<file path="config.mk">
export PLATFORM = sky130hd
export DESIGN_NAME = grid_rectangle_first_fit_core
export DESIGN_NICKNAME = d
export VERILOG_FILES = /design/src/rtl/grf_pkg.sv /design/src/rtl/grf_occ_map.sv /design/src/rtl/grf_fit_unit.sv /design/src/rtl/grid_rectangle_first_fit_core.sv
export VERILOG_INCLUDE_DIRS = /design/src /design/src/rtl
export SDC_FILE = /design/constraint.sdc
export NUM_CORES = 1
export LEC_CHECK = 0
export BUFFER_PORTS_ARGS = -buffer_cell sky130_fd_sc_hd__buf_2
export CAP_MARGIN = 5
export CELL_PAD_IN_SITES_DETAIL_PLACEMENT = 1
export CELL_PAD_IN_SITES_GLOBAL_PLACEMENT = 1
export CORE_ASPECT_RATIO = 0.9
export CORE_MARGIN = 2
export CORE_UTILIZATION = 55
export CTS_BUF_LIST = sky130_fd_sc_hd__clkbuf_2
export CTS_CLUSTER_SIZE = 8
export DETAILED_ROUTE_END_ITERATION = 16
export GPL_TIMING_DRIVEN = 1
export PLACE_DENSITY_LB_ADDON = 0.1
export SYNTH_ARGS = -nofsm -noshare
export SYNTH_HDL_FRONTEND = slang
export SYNTH_SLANG_ARGS = --single-unit
</file>
<file path="constraint.sdc">
create_clock -name clk -period 7.32 [get_ports clk]
set_input_delay 1.098 -clock clk [delete_from_list [all_inputs] [get_ports clk]]
set_output_delay 1.098 -clock clk [all_outputs]
set_load 0.02 [all_outputs]
</file>
<file path="src/rtl/grid_rectangle_first_fit_core_defines.svh">
// Assertion macros for the top level of the grid rectangle first-fit RTL.
// Each macro expects clk and arst_n to be visible at the place of use.
`ifndef GRID_RECTANGLE_FIRST_FIT_CORE_DEFINES_SVH
`define GRID_RECTANGLE_FIRST_FIT_CORE_DEFINES_SVH

// Consequent must hold in the same cycle as the antecedent.
`define GRF_ASSERT_HOLDS(lbl, ante, cons, msg) \
	lbl: assert property (@(posedge clk) disable iff (!arst_n) (ante) |-> (cons)) \
		else $error(msg);

// Consequent must hold in the cycle after the antecedent.
`define GRF_ASSERT_NEXT(lbl, ante, cons, msg) \
	lbl: assert property (@(posedge clk) disable iff (!arst_n) (ante) |=> (cons)) \
		else $error(msg);

`endif

</file>
<file path="src/rtl/grf_pkg.sv">
// Shared types and constants for the grid rectangle first-fit allocator.
// No dependencies; imported by every module of the block.
package grf_pkg;

	localparam int DIM_W  = 4;   // rectangle width / height field
	localparam int SLOT_W = 7;   // linear slot field

	localparam logic ACT_PLACE = 1'b0;
	localparam logic ACT_CLEAR = 1'b1;

	// Command from the sequencer to the occupancy map.
	typedef struct packed {
		logic clr;   // empty the whole map
		logic wr;    // write one row
	} map_cmd_t;

endpackage

</file>
<file path="src/rtl/grf_occ_map.sv">
// Occupancy bitmap, one register row per grid row, one read and one write row port.
// Depends on grf_pkg.
module grf_occ_map import grf_pkg::*; #(
	parameter int COLS   = 8,
	parameter int ROWS   = 15,
	parameter int RIDX_W = 4
) (
	input  logic              clk,
	input  logic              arst_n,
	input  map_cmd_t          cmd,
	input  logic [RIDX_W-1:0] addr,
	input  logic [COLS-1:0]   wr_row,
	output logic [COLS-1:0]   rd_row
);

	logic [COLS-1:0] rows_q [ROWS];

	assign rd_row = rows_q[addr];

	always_ff @(posedge clk or negedge arst_n) begin
		if (!arst_n) begin
			for (int r = 0; r < ROWS; r++) rows_q[r] <= '0;
		end else if (cmd.clr) begin
			for (int r = 0; r < ROWS; r++) rows_q[r] <= '0;
		end else if (cmd.wr) begin
			rows_q[addr] <= wr_row;
		end
	end

endmodule

</file>
<file path="src/rtl/grf_fit_unit.sv">
// Shared row test unit: builds the column mask of a rectangle, checks it
// against one map row and produces the row with the mask merged in. Depends on grf_pkg.
module grf_fit_unit import grf_pkg::*; #(
	parameter int COLS   = 8,
	parameter int CIDX_W = 3
) (
	input  logic [CIDX_W-1:0] col,
	input  logic [DIM_W-1:0]  w,
	input  logic [COLS-1:0]   rd_row,
	output logic              hit,
	output logic [COLS-1:0]   merged
);

	localparam int CB_W = CIDX_W + DIM_W + 1;

	logic [CB_W-1:0] col_end;
	logic [COLS-1:0] mask;

	assign col_end = CB_W'(col) + CB_W'(w);

	always_comb begin
		for (int i = 0; i < COLS; i++) begin
			mask[i] = (CB_W'(i) >= CB_W'(col)) && (CB_W'(i) < col_end);
		end
	end

	assign hit    = |(rd_row & mask);
	assign merged = rd_row | mask;

endmodule

</file>
<file path="src/rtl/grid_rectangle_first_fit_core.sv">
// Top level of the grid rectangle first-fit allocator: sequencer, output register.
// Depends on grf_pkg, grf_occ_map, grf_fit_unit and the assertion macro header.
//
// Use: one request channel (s_*) and one reply channel (m_*), each moving a
// request when tvalid and tready are high at a rising clk edge. A request is
// either a place (tuser = 0, rectangle width and height in tdata) or a clear
// (tuser = 1). Every request yields exactly one reply: tuser = placed, tdata
// = linear anchor slot (column + row * GRID_COLUMNS, low 7 bits), zero when
// nothing was placed.
// Flow: a clear goes straight to the reply state. A place walks the anchors
// row by row, left to right, through one shared row test unit and one map row
// port. Each anchor gets the edge and anchor-free checks; for one that passes,
// the rectangle rows are tested one per cycle until a row hits, and a winner
// then has its rows marked one per cycle before the reply is handed over.
// s_tready is high only while the sequencer idles; one request is in work at a
// time. The reply sits in an output register, so a new request may be taken
// while the previous reply waits; a stalled receiver then holds the sequencer
// in its reply state until the register drains.
// Reset (arst_n low) empties the map and drops any pending reply.
`include "grid_rectangle_first_fit_core_defines.svh"

module grid_rectangle_first_fit_core import grf_pkg::*; #(
	parameter int GRID_COLUMNS = 8,
	parameter int GRID_ROWS    = 15
) (
	input  logic       clk,
	input  logic       arst_n,
	input  logic       s_tvalid,
	output logic       s_tready,
	input  logic [7:0] s_tdata,   // [3:0] item_width, [7:4] item_height
	input  logic       s_tuser,   // [0] action
	output logic       m_tvalid,
	input  logic       m_tready,
	output logic [7:0] m_tdata,   // [6:0] slot, [7] zero fill
	output logic       m_tuser    // [0] placed
);

	localparam int CIDX_W = (GRID_COLUMNS > 1) ? $clog2(GRID_COLUMNS) : 1;
	localparam int RIDX_W = (GRID_ROWS > 1) ? $clog2(GRID_ROWS) : 1;
	localparam int CB_W   = CIDX_W + DIM_W + 1;
	localparam int RB_W   = RIDX_W + DIM_W + 1;
	localparam int SF_RAW = RIDX_W + CIDX_W + 1;
	localparam int SF_W   = (SF_RAW > SLOT_W) ? SF_RAW : SLOT_W;

	// One-hot sequencer states.
	typedef enum logic [4:0] {
		S_IDLE = 5'b00001,
		S_ANCH = 5'b00010,   // edge check and anchor-free check
		S_SCAN = 5'b00100,   // test one rectangle row per cycle
		S_MARK = 5'b01000,   // mark one rectangle row per cycle
		S_RESP = 5'b10000    // hand the reply to the output register
	} state_t;

	state_t              state_q;
	logic [CIDX_W-1:0]   col_q;
	logic [RIDX_W-1:0]   row_q;
	logic [DIM_W-1:0]    dy_q;
	logic [DIM_W-1:0]    w_q;
	logic [DIM_W-1:0]    h_q;
	logic                found_q;
	logic                m_tvalid_q;
	logic                m_placed_q;
	logic [SLOT_W-1:0]   m_slot_q;

	logic                s_accept;
	logic                resp_load;
	map_cmd_t            map_cmd;
	logic [RB_W-1:0]     row_sum;
	logic [GRID_COLUMNS-1:0] rd_row;
	logic [GRID_COLUMNS-1:0] wr_row;
	logic                hit;
	logic [CB_W-1:0]     col_end;
	logic [RB_W-1:0]     row_end;
	logic                in_bounds;
	logic                anchor_free;
	logic                col_last;
	logic                row_last;
	logic                dy_last;
	logic [SF_W-1:0]     slot_full;

	assign s_tready = (state_q == S_IDLE);
	assign s_accept = s_tvalid && s_tready;

	// Load the output register once the previous reply is gone or leaves now.
	assign resp_load = (state_q == S_RESP) && (!m_tvalid_q || m_tready);

	// Map row under test: anchor row plus rectangle row offset.
	assign row_sum = RB_W'(row_q) + RB_W'(dy_q);

	assign map_cmd.clr = s_accept && (s_tuser == ACT_CLEAR);
	assign map_cmd.wr  = (state_q == S_MARK);

	grf_occ_map #(
		.COLS   (GRID_COLUMNS),
		.ROWS   (GRID_ROWS),
		.RIDX_W (RIDX_W)
	) u_map (
		.clk    (clk),
		.arst_n (arst_n),
		.cmd    (map_cmd),
		.addr   (row_sum[RIDX_W-1:0]),
		.wr_row (wr_row),
		.rd_row (rd_row)
	);

	grf_fit_unit #(
		.COLS   (GRID_COLUMNS),
		.CIDX_W (CIDX_W)
	) u_fit (
		.col    (col_q),
		.w      (w_q),
		.rd_row (rd_row),
		.hit    (hit),
		.merged (wr_row)
	);

	// Reject rectangles that would cross the right or bottom grid edge.
	assign col_end     = CB_W'(col_q) + CB_W'(w_q);
	assign row_end     = RB_W'(row_q) + RB_W'(h_q);
	assign in_bounds   = (col_end <= CB_W'(GRID_COLUMNS)) && (row_end <= RB_W'(GRID_ROWS));
	assign anchor_free = !rd_row[col_q];

	assign col_last = (col_q == CIDX_W'(GRID_COLUMNS - 1));
	assign row_last = (row_q == RIDX_W'(GRID_ROWS - 1));
	assign dy_last  = (dy_q == h_q - DIM_W'(1));

	assign slot_full = SF_W'(row_q) * SF_W'(GRID_COLUMNS) + SF_W'(col_q);

	always_ff @(posedge clk or negedge arst_n) begin
		if (!arst_n) begin
			state_q    <= S_IDLE;
			m_tvalid_q <= 1'b0;
			found_q    <= 1'b0;
			col_q      <= '0;
			row_q      <= '0;
			dy_q       <= '0;
			w_q        <= '0;
			h_q        <= '0;
			m_placed_q <= 1'b0;
			m_slot_q   <= '0;
		end else begin
			// Raise the reply when the sequencer hands one over; drop it once taken.
			if (resp_load) m_tvalid_q <= 1'b1;
			else if (m_tready) m_tvalid_q <= 1'b0;

			unique case (state_q)
				S_IDLE: begin
					if (s_accept) begin
						col_q   <= '0;
						row_q   <= '0;
						dy_q    <= '0;
						w_q     <= s_tdata[3:0];
						h_q     <= s_tdata[7:4];
						found_q <= 1'b0;
						state_q <= (s_tuser == ACT_CLEAR) ? S_RESP : S_ANCH;
					end
				end
				S_ANCH: begin
					if (in_bounds && anchor_free) begin
						// Zero height covers no row: take the anchor as is.
						if (h_q == '0) begin
							found_q <= 1'b1;
							state_q <= S_RESP;
						end else begin
							state_q <= S_SCAN;
						end
					end else if (col_last && row_last) begin
						state_q <= S_RESP;
					end else begin
						col_q <= col_last ? '0 : col_q + CIDX_W'(1);
						row_q <= col_last ? row_q + RIDX_W'(1) : row_q;
					end
				end
				S_SCAN: begin
					if (hit) begin
						dy_q <= '0;
						if (col_last && row_last) begin
							state_q <= S_RESP;
						end else begin
							col_q   <= col_last ? '0 : col_q + CIDX_W'(1);
							row_q   <= col_last ? row_q + RIDX_W'(1) : row_q;
							state_q <= S_ANCH;
						end
					end else if (dy_last) begin
						dy_q    <= '0;
						state_q <= S_MARK;
					end else begin
						dy_q <= dy_q + DIM_W'(1);
					end
				end
				S_MARK: begin
					if (dy_last) begin
						dy_q    <= '0;
						found_q <= 1'b1;
						state_q <= S_RESP;
					end else begin
						dy_q <= dy_q + DIM_W'(1);
					end
				end
				S_RESP: begin
					// Hold here while the previous reply still waits.
					if (resp_load) begin
						m_placed_q <= found_q;
						m_slot_q   <= found_q ? slot_full[SLOT_W-1:0] : '0;
						state_q    <= S_IDLE;
					end
				end
				default: state_q <= S_IDLE;
			endcase
		end
	end

	assign m_tvalid = m_tvalid_q;
	assign m_tuser  = m_placed_q;
	assign m_tdata  = {1'b0, m_slot_q};

	`GRF_ASSERT_HOLDS(a_rows_in_grid, state_q == S_SCAN || state_q == S_MARK,
		row_sum < RB_W'(GRID_ROWS), "rectangle row outside grid")
	`GRF_ASSERT_HOLDS(a_fail_slot_zero, m_tvalid_q && !m_placed_q, m_slot_q == '0,
		"failed reply with nonzero slot")
	`GRF_ASSERT_NEXT(a_clear_reply, s_accept && s_tuser == ACT_CLEAR,
		state_q == S_RESP && !found_q, "clear did not go to an empty reply")
	`GRF_ASSERT_HOLDS(a_mark_after_scan, state_q == S_MARK,
		$past(state_q == S_SCAN || state_q == S_MARK), "marking without a passed scan")

endmodule

</file>
# ---- Yosys cells after proc, flatten, opt, wreduce, memory -nomap -nowiden
# Cells that the tools add are included.
dict set report classes {
  addsub 8
  mul 0
  div 0
  n_lt_le_gt_ge 20
  eq_ne 17
  shifts 0
  muxes 44
  bitwise_logic 3
  n_reduce_logical 30
}
# op count
set ops {}
lappend ops {{$mux 120} 2}
lappend ops {{$bwmux 120} 1}
lappend ops {{$mux 5} 10}
lappend ops {{$bmux 8 s4} 1}
lappend ops {{$demux 8 s4} 1}
lappend ops {{$mux 4} 7}
lappend ops {{$pmux 5 s5} 1}
lappend ops {{$mux 8} 3}
lappend ops {{$pmux 4 s3} 2}
lappend ops {{$lt 3x5->1 const A} 4}
lappend ops {{$mux 3} 5}
lappend ops {{$logic_and 1x1->1} 14}
lappend ops {{$le 5x4->1 const B} 2}
lappend ops {{$lt 1x5->1 const A} 2}
lappend ops {{$lt 2x5->1 const A} 2}
lappend ops {{$ne 2x2->1 const B} 5}
lappend ops {{$reduce_and 5->1} 2}
lappend ops {{$ge 3x3->1 const A} 3}
lappend ops {{$pmux 3 s3} 1}
lappend ops {{$reduce_bool 3->1} 3}
lappend ops {{$add 4x1->4 const B} 2}
lappend ops {{$and 8x8->8} 1}
lappend ops {{$or 8x8->8} 1}
lappend ops {{$reduce_or 8->1} 1}
lappend ops {{other kinds (32)} 46}
dict set report word_totals {
  reg_bits 154
  latchBits 0
  ram_bits 0
  mem_bits_ro 0
  word_cells 147
  memories 0
}

# ---- Depth between registers and ports, before layout
dict set report logic_depth {
  ltp_word 11
  ltp_mapped 15
  depth_no_buf 12
}

# ---- Hierarchy
# A second synthesis with hierarchy kept.
dict set report hier_totals {
  cells_unflattened 901
  area_unflattened_um2 8630.8
}
# mod instances cells_each area_per_inst_um2 seq_area_each_um2
set by_module_without_submodules {}
lappend by_module_without_submodules {grf_occ_map 1 603 6045.8 3002.9}
lappend by_module_without_submodules {grid_rectangle_first_fit_core 1 242 2189.6 852.1}
lappend by_module_without_submodules {grf_fit_unit 1 56 395.4 0.0}

# ---- Worst setup path after synthesis
# Ideal clock, no wire load.
dict set report synth_timing {
  path_type {register to register}
  startpoint {register row_q[0]}
  endpoint {register col_q[0]}
  setup_ps 125
  t_arrival_ps 3509
  required_ps 7195
  slack_ps 3686
  path_stages_with_launch 14
  path_buffers 1
  cell_sequence {dfrtp_1 > ha_1 > inv_1 > fa_1 > xnor2_2 > mux4_2 > or3_1 > o21a_1 > a22o_1 > nor2_4 > a21oi_2 > or3_1 > buf_6 > mux2_4}
}
dict set report synth_between {
  elab_chain_len 11
  elab_cells_between_ends 23
  classes_between {2 x add/sub; 1 x order compare; 3 x eq/ne; 9 x mux; 2 x bitwise; 6 x reduce/logical}
}
# element line_no
set synth_lines {}
lappend synth_lines {{start: declaration} grid_rectangle_first_fit_core.sv:56} ;# logic [RIDX_W-1:0] row_q;
lappend synth_lines {{start signal: assignment} grid_rectangle_first_fit_core.sv:171} ;# row_q <= col_last ? row_q + RIDX_W'(1) : row_q;
lappend synth_lines {{start signal: assignment} grid_rectangle_first_fit_core.sv:181} ;# row_q <= col_last ? row_q + RIDX_W'(1) : row_q;
lappend synth_lines {{$add 4x4->4} grid_rectangle_first_fit_core.sv:88} ;# assign row_sum = RB_W'(row_q) + RB_W'(dy_q);
lappend synth_lines {{$not 4->5 (implied by the code)} grf_occ_map.sv:18} ;# assign rd_row = rows_q[addr];
lappend synth_lines {{$bmux 8 s4} grf_occ_map.sv:18}
lappend synth_lines {{$mux 8 (implied by the code) (2 in series)} grf_occ_map.sv:18}
lappend synth_lines {{$bmux 1 s3} grid_rectangle_first_fit_core.sv:121} ;# assign anchor_free = !rd_row[col_q];
lappend synth_lines {{$mux 1 (implied by the code)} grid_rectangle_first_fit_core.sv:121}
lappend synth_lines {{$logic_not 1->1} grid_rectangle_first_fit_core.sv:121}
lappend synth_lines {{$logic_and 1x1->1} grid_rectangle_first_fit_core.sv:159} ;# if (in_bounds && anchor_free) begin
lappend synth_lines {{$ne 2x2->1 (no source line)} n/a}
lappend synth_lines {{$reduce_and 4->1 (no source line)} n/a}
lappend synth_lines {{end signal: assignment} grid_rectangle_first_fit_core.sv:170} ;# col_q <= col_last ? '0 : col_q + CIDX_W'(1);
lappend synth_lines {{end signal: assignment} grid_rectangle_first_fit_core.sv:180} ;# col_q <= col_last ? '0 : col_q + CIDX_W'(1);
lappend synth_lines {{end: declaration} grid_rectangle_first_fit_core.sv:55} ;# logic [CIDX_W-1:0] col_q;
# Several ways; a longest one is shown, not always the timed one. The select of a mux whose other input is x is not followed.
# A chain may end at the register's enable or synchronous reset.

# ---- Final worst setup path
# Ends and elaborated chain as after synthesis.

==> Flow_metrics.wiki <==
{| class="wikitable"
! Metric !! Value
|-
| Slew of the pin with the lowest slew margin || 1.34 ns
|-
| Cell at the slowest stage of the critical path || sky130_fd_sc_hd__mux4_2
|-
| Drt wl/cell || 23.0 um
|-
| Final core area utilization || 59.3%
|-
| Gpl congestion || 0.959
|-
| Initial antenna violation count || 1
|-
| FFs w/ async S/R, synth || 100%
|-
| Layout cells sized above 1 || 12.1%
|-
| Skew-Pair Late Insertion Delay || 0.75 ns
|-
| Global-route usage over all layers || 31.2%
|-
| Worst path top cell family by delay || simple AND/OR/NAND/NOR gates
|-
| Setup total negative slack || 0 ns
|-
| Type of the setup path with the least slack || flip-flop to flip-flop
|-
| Via total after detailed routing || 6,667
|-
| Area of the mapped netlist || 0.00808 mm2
|-
| Ratio of total power to cell area || 310 mW/mm2
|-
| HPWL reported at the end of detailed placement || 15.9 mm
|-
| Static leakage || 3.60 nW
|-
| Count of clock tree sinks || 154
|-
| Placed insts || 977
|-
| Clock-pin slew on the worst setup and hold paths || 0.23 ns
|-
| Ratio of routed vias to standard cells || 6.61
|-
| Post-route antenna net violation count || 0
|-
| Yosys reg bits || 154
|-
| First-pass GRT wire length || 38.1 mm
|-
| Most common flop cell mapped by yosys || sky130_fd_sc_hd__dfrtp_1
|-
| Hold buffer count at CTS || 0
|-
| Share of the yosys chip area belonging to registers || 47.7%
|-
| Standard-cell rows || 41
|-
| Worst slew margin || 10.7%
|-
| Required time at the endpoint of the critical path || 7.96 ns
|-
| Area of the core region || 0.0142 mm2
|-
| Cell types occupying the most area after synthesis || sky130_fd_sc_hd__dfrtp_1, sky130_fd_sc_hd__o21ai_0, sky130_fd_sc_hd__nand3_1
|-
| Yosys Warn Count || 0
|-
| P&R area growth vs syn || 4.31%
|-
| Worst Skew || 0.0383 ns
|-
| Number of global-route vias before repair || 6,966
|-
| Final Instance Area || 0.00842 mm2
|-
| Count of unique library cells instantiated by Yosys || 67
|-
| Element type at the critical path end || flip-flop
|-
| Largest stage delay on the critical path || 0.66 ns
|-
| RSZ-0062 raised after global routing || no
|-
| Data arrival time of the critical path || 5.40 ns
|-
| Number of nets in the synthesized netlist || 854
|-
| Number of enable-type register cells in the synthesized netlist || 0
|-
| Die height || 119 um
|-
| Cell type with the largest total area after synthesis || sky130_fd_sc_hd__dfrtp_1
|-
| Die footprint || 0.0157 mm2
|-
| Area share of the leading cell type in the synthesized netlist || 47.4%
|-
| Num ports || 24
|-
| Effective utilization at floorplan || 56.8%
|-
| Starting DRT DRC Count || 542
|-
| Total setup buffers inserted after CTS || 0
|-
| Slew Limit Fails || 0
|-
| Detailed-router iteration count before antenna repair || 5
|-
| Series of cell instances along the critical path || ha_2, inv_1, fa_1, buf_4, clkinv_1, mux4_2, and3_1, a211oi_1, a2111oi_0, nand4_1, nor2_1, or3_1, mux2_4
|-
| Final Routed Wirelength || 23.2 mm
|-
| Syn_area_per_cell || 9.85 um2
|-
| Final critical-path required period || 4.76 ns
|-
| Hold Fails Final Rpt || 0
|-
| Number of buffers on the longest clock path || 2
|-
| Placement-stage cell area || 0.00821 mm2
|-
| Number of standard cells in the layout, taps in and fillers out || 1,009
|-
| Master cell of the clock root buffer || sky130_fd_sc_hd__clkbuf_2
|-
| CTS tree || built
|-
| DRC || 0
|-
| Kind of launch point of the worst setup path || flip-flop
|-
| CP Max Fanout || 20
|-
| CTS buffer count || 17
|-
| Remaining global-route overflow || 0
|-
| IO Port Bufs || 22
|-
| Tcrit/Tclk final || 65.0%
|-
| Gate Count Post-Synth || 820
|-
| FMAX || 210 MHz
|-
| Floorplan die width || 132 um
|-
| H-Tree Level Count || 4
|-
| Commonest cells post-synth || sky130_fd_sc_hd__dfrtp_1, sky130_fd_sc_hd__o21ai_0, sky130_fd_sc_hd__nand3_1
|-
| Max Cap Violations || 0
|-
| Most frequent cell after synthesis || sky130_fd_sc_hd__dfrtp_1
|-
| CTS resizes || 0
|-
| Number of buffers and inverters on the critical path || 3
|-
| Type of the most critical hold path || input port to async pin
|-
| Final-report setup violation count || 0
|-
| Maximum number of pins on one net before global-route repair || 121
|-
| Worst IR Drop VDD || 0.151 mV
|-
| Layout net count || 837
|-
| Outcome || finished clean
|}
-- per-layer routing --
| layer | part of all wire (%) | global-route usage [%] | vias to the layer above |
|---|---|---|---|
| li1 | - | - | 2986 |
| met4 | 2.7 | 12.4 | 0 |
| met1 | 44 | 42.1 | 3412 |
| met3 | 5.4 | 6.09 | 58 |
| met2 | 48 | 50.1 | 211 |
| met5 | 0 | 0 | - |
-- logic make-up (layout without fill, tap and decap cells) --
| kind of cell | after synthesis | count (layout) | synth area share (%) |
|---|---|---|---|
| other cells | 1 | 2 | 0.0464 |
| simple gates | 280 | 280 | 17.5 |
| flops | 154 | 154 | 47.7 |
| fa+ha+maj | 21 | 21 | 3.53 |
| compound gates | 215 | 215 | 15.4 |
| xor+xnor | 10 | 10 | 1.27 |
| buf+inv | 78 | 73 | 4.25 |
| mux | 61 | 61 | 10.2 |
-- registers in the layout, summed over array words and instances (netlist names) --
signal	count
h_q	4
w_q	4
col_q	3
u_map.rows_q	120
row_q	4
m_tuser	1
m_slot_q	7
state_q	5
dy_q	4
m_tvalid	1
found_q	1
-- worst reg2reg max path: cells and delay by family, from the launching register on --
kind            cells  cell delay [ns]
compound gates      2             0.32
flops               1             0.54
simple gates        4             1.20
buf+inv             3             0.89
mux                 2             1.01
fa+ha+maj           2             0.72
-- path summary, 6_finish.rpt --
path / from / endpoint / slack (ns) / cells after the start
setup / recovery: row_q[0]$_DFFE_PN0P_ / col_q[0]$_DFFE_PN0P_ / 2.56 / 13
hold / removal: arst_n / dy_q[3]$_DFFE_PN0P_ / 0.33 / 1
setup reg to reg: row_q[0]$_DFFE_PN0P_ / col_q[0]$_DFFE_PN0P_ / 2.56 / 13
hold reg to reg: m_slot_q[3]$_DFFE_PN0P_ / m_slot_q[3]$_DFFE_PN0P_ / 0.51 / 2
max in group asynchronous: arst_n / u_map.rows_q[92]$_DFFE_PN0P_ / 5.51 / 2
min in group clk: m_slot_q[3]$_DFFE_PN0P_ / m_slot_q[3]$_DFFE_PN0P_ / 0.51 / 2
-- where the power goes --
group          leakage (nW)  internal, mW  total, mW  switching (mW)
Sequential             2.12         0.949       1.05          0.0968
Combinational          1.35         0.337       1.12           0.779
Clock                 0.130         0.123      0.449           0.326
-- final cells by class --
type,count,area [um2]
fillers,1642,5790
clock buffers,17,85.1
repair buffers,27,154
inverters,15,56.3
multi-input cells,588,3910
flip-flops and latches,154,3850
well taps,193,241
clock inverters,14,124
diodes,1,2.50
-- through the flow --
step           total power, mW  setup slack, ns  hold WS (ns)
2_1_floorplan             1.81             3.69         0.461
3_3_place_gp              2.10             2.72         0.459
3_5_place_dp              2.16             2.65         0.470
4_1_cts                   2.61             2.60         0.322
5_1_grt                   2.76             2.20         0.345
6_report                  2.61             2.56         0.326
-- cell usage in the layout, fill, tap and decap left out, drive strengths merged, types with 3 or more instances in the layout --
cell and count:
a211oi 4, a21o 4, a21oi 18, a22o 3, a31oi 6, and2 4, and3 8, buf 27
clkbuf 17, clkinv 10, dfrtp 153, fa 3, ha 18, inv 16, mux2 9, mux2i 36
mux4 16, nand2 39, nand2b 5, nand3 133, nand3b 3, nand4 18, nor2 34, nor2b 3
nor3 12, nor3b 3, o211ai 4, o21ai 143, o22ai 4, o31ai 3, o32ai 3, o41ai 3
or2 3, or3 10, xnor2 3, xor2 7
(Power assumes the default switching activity.)
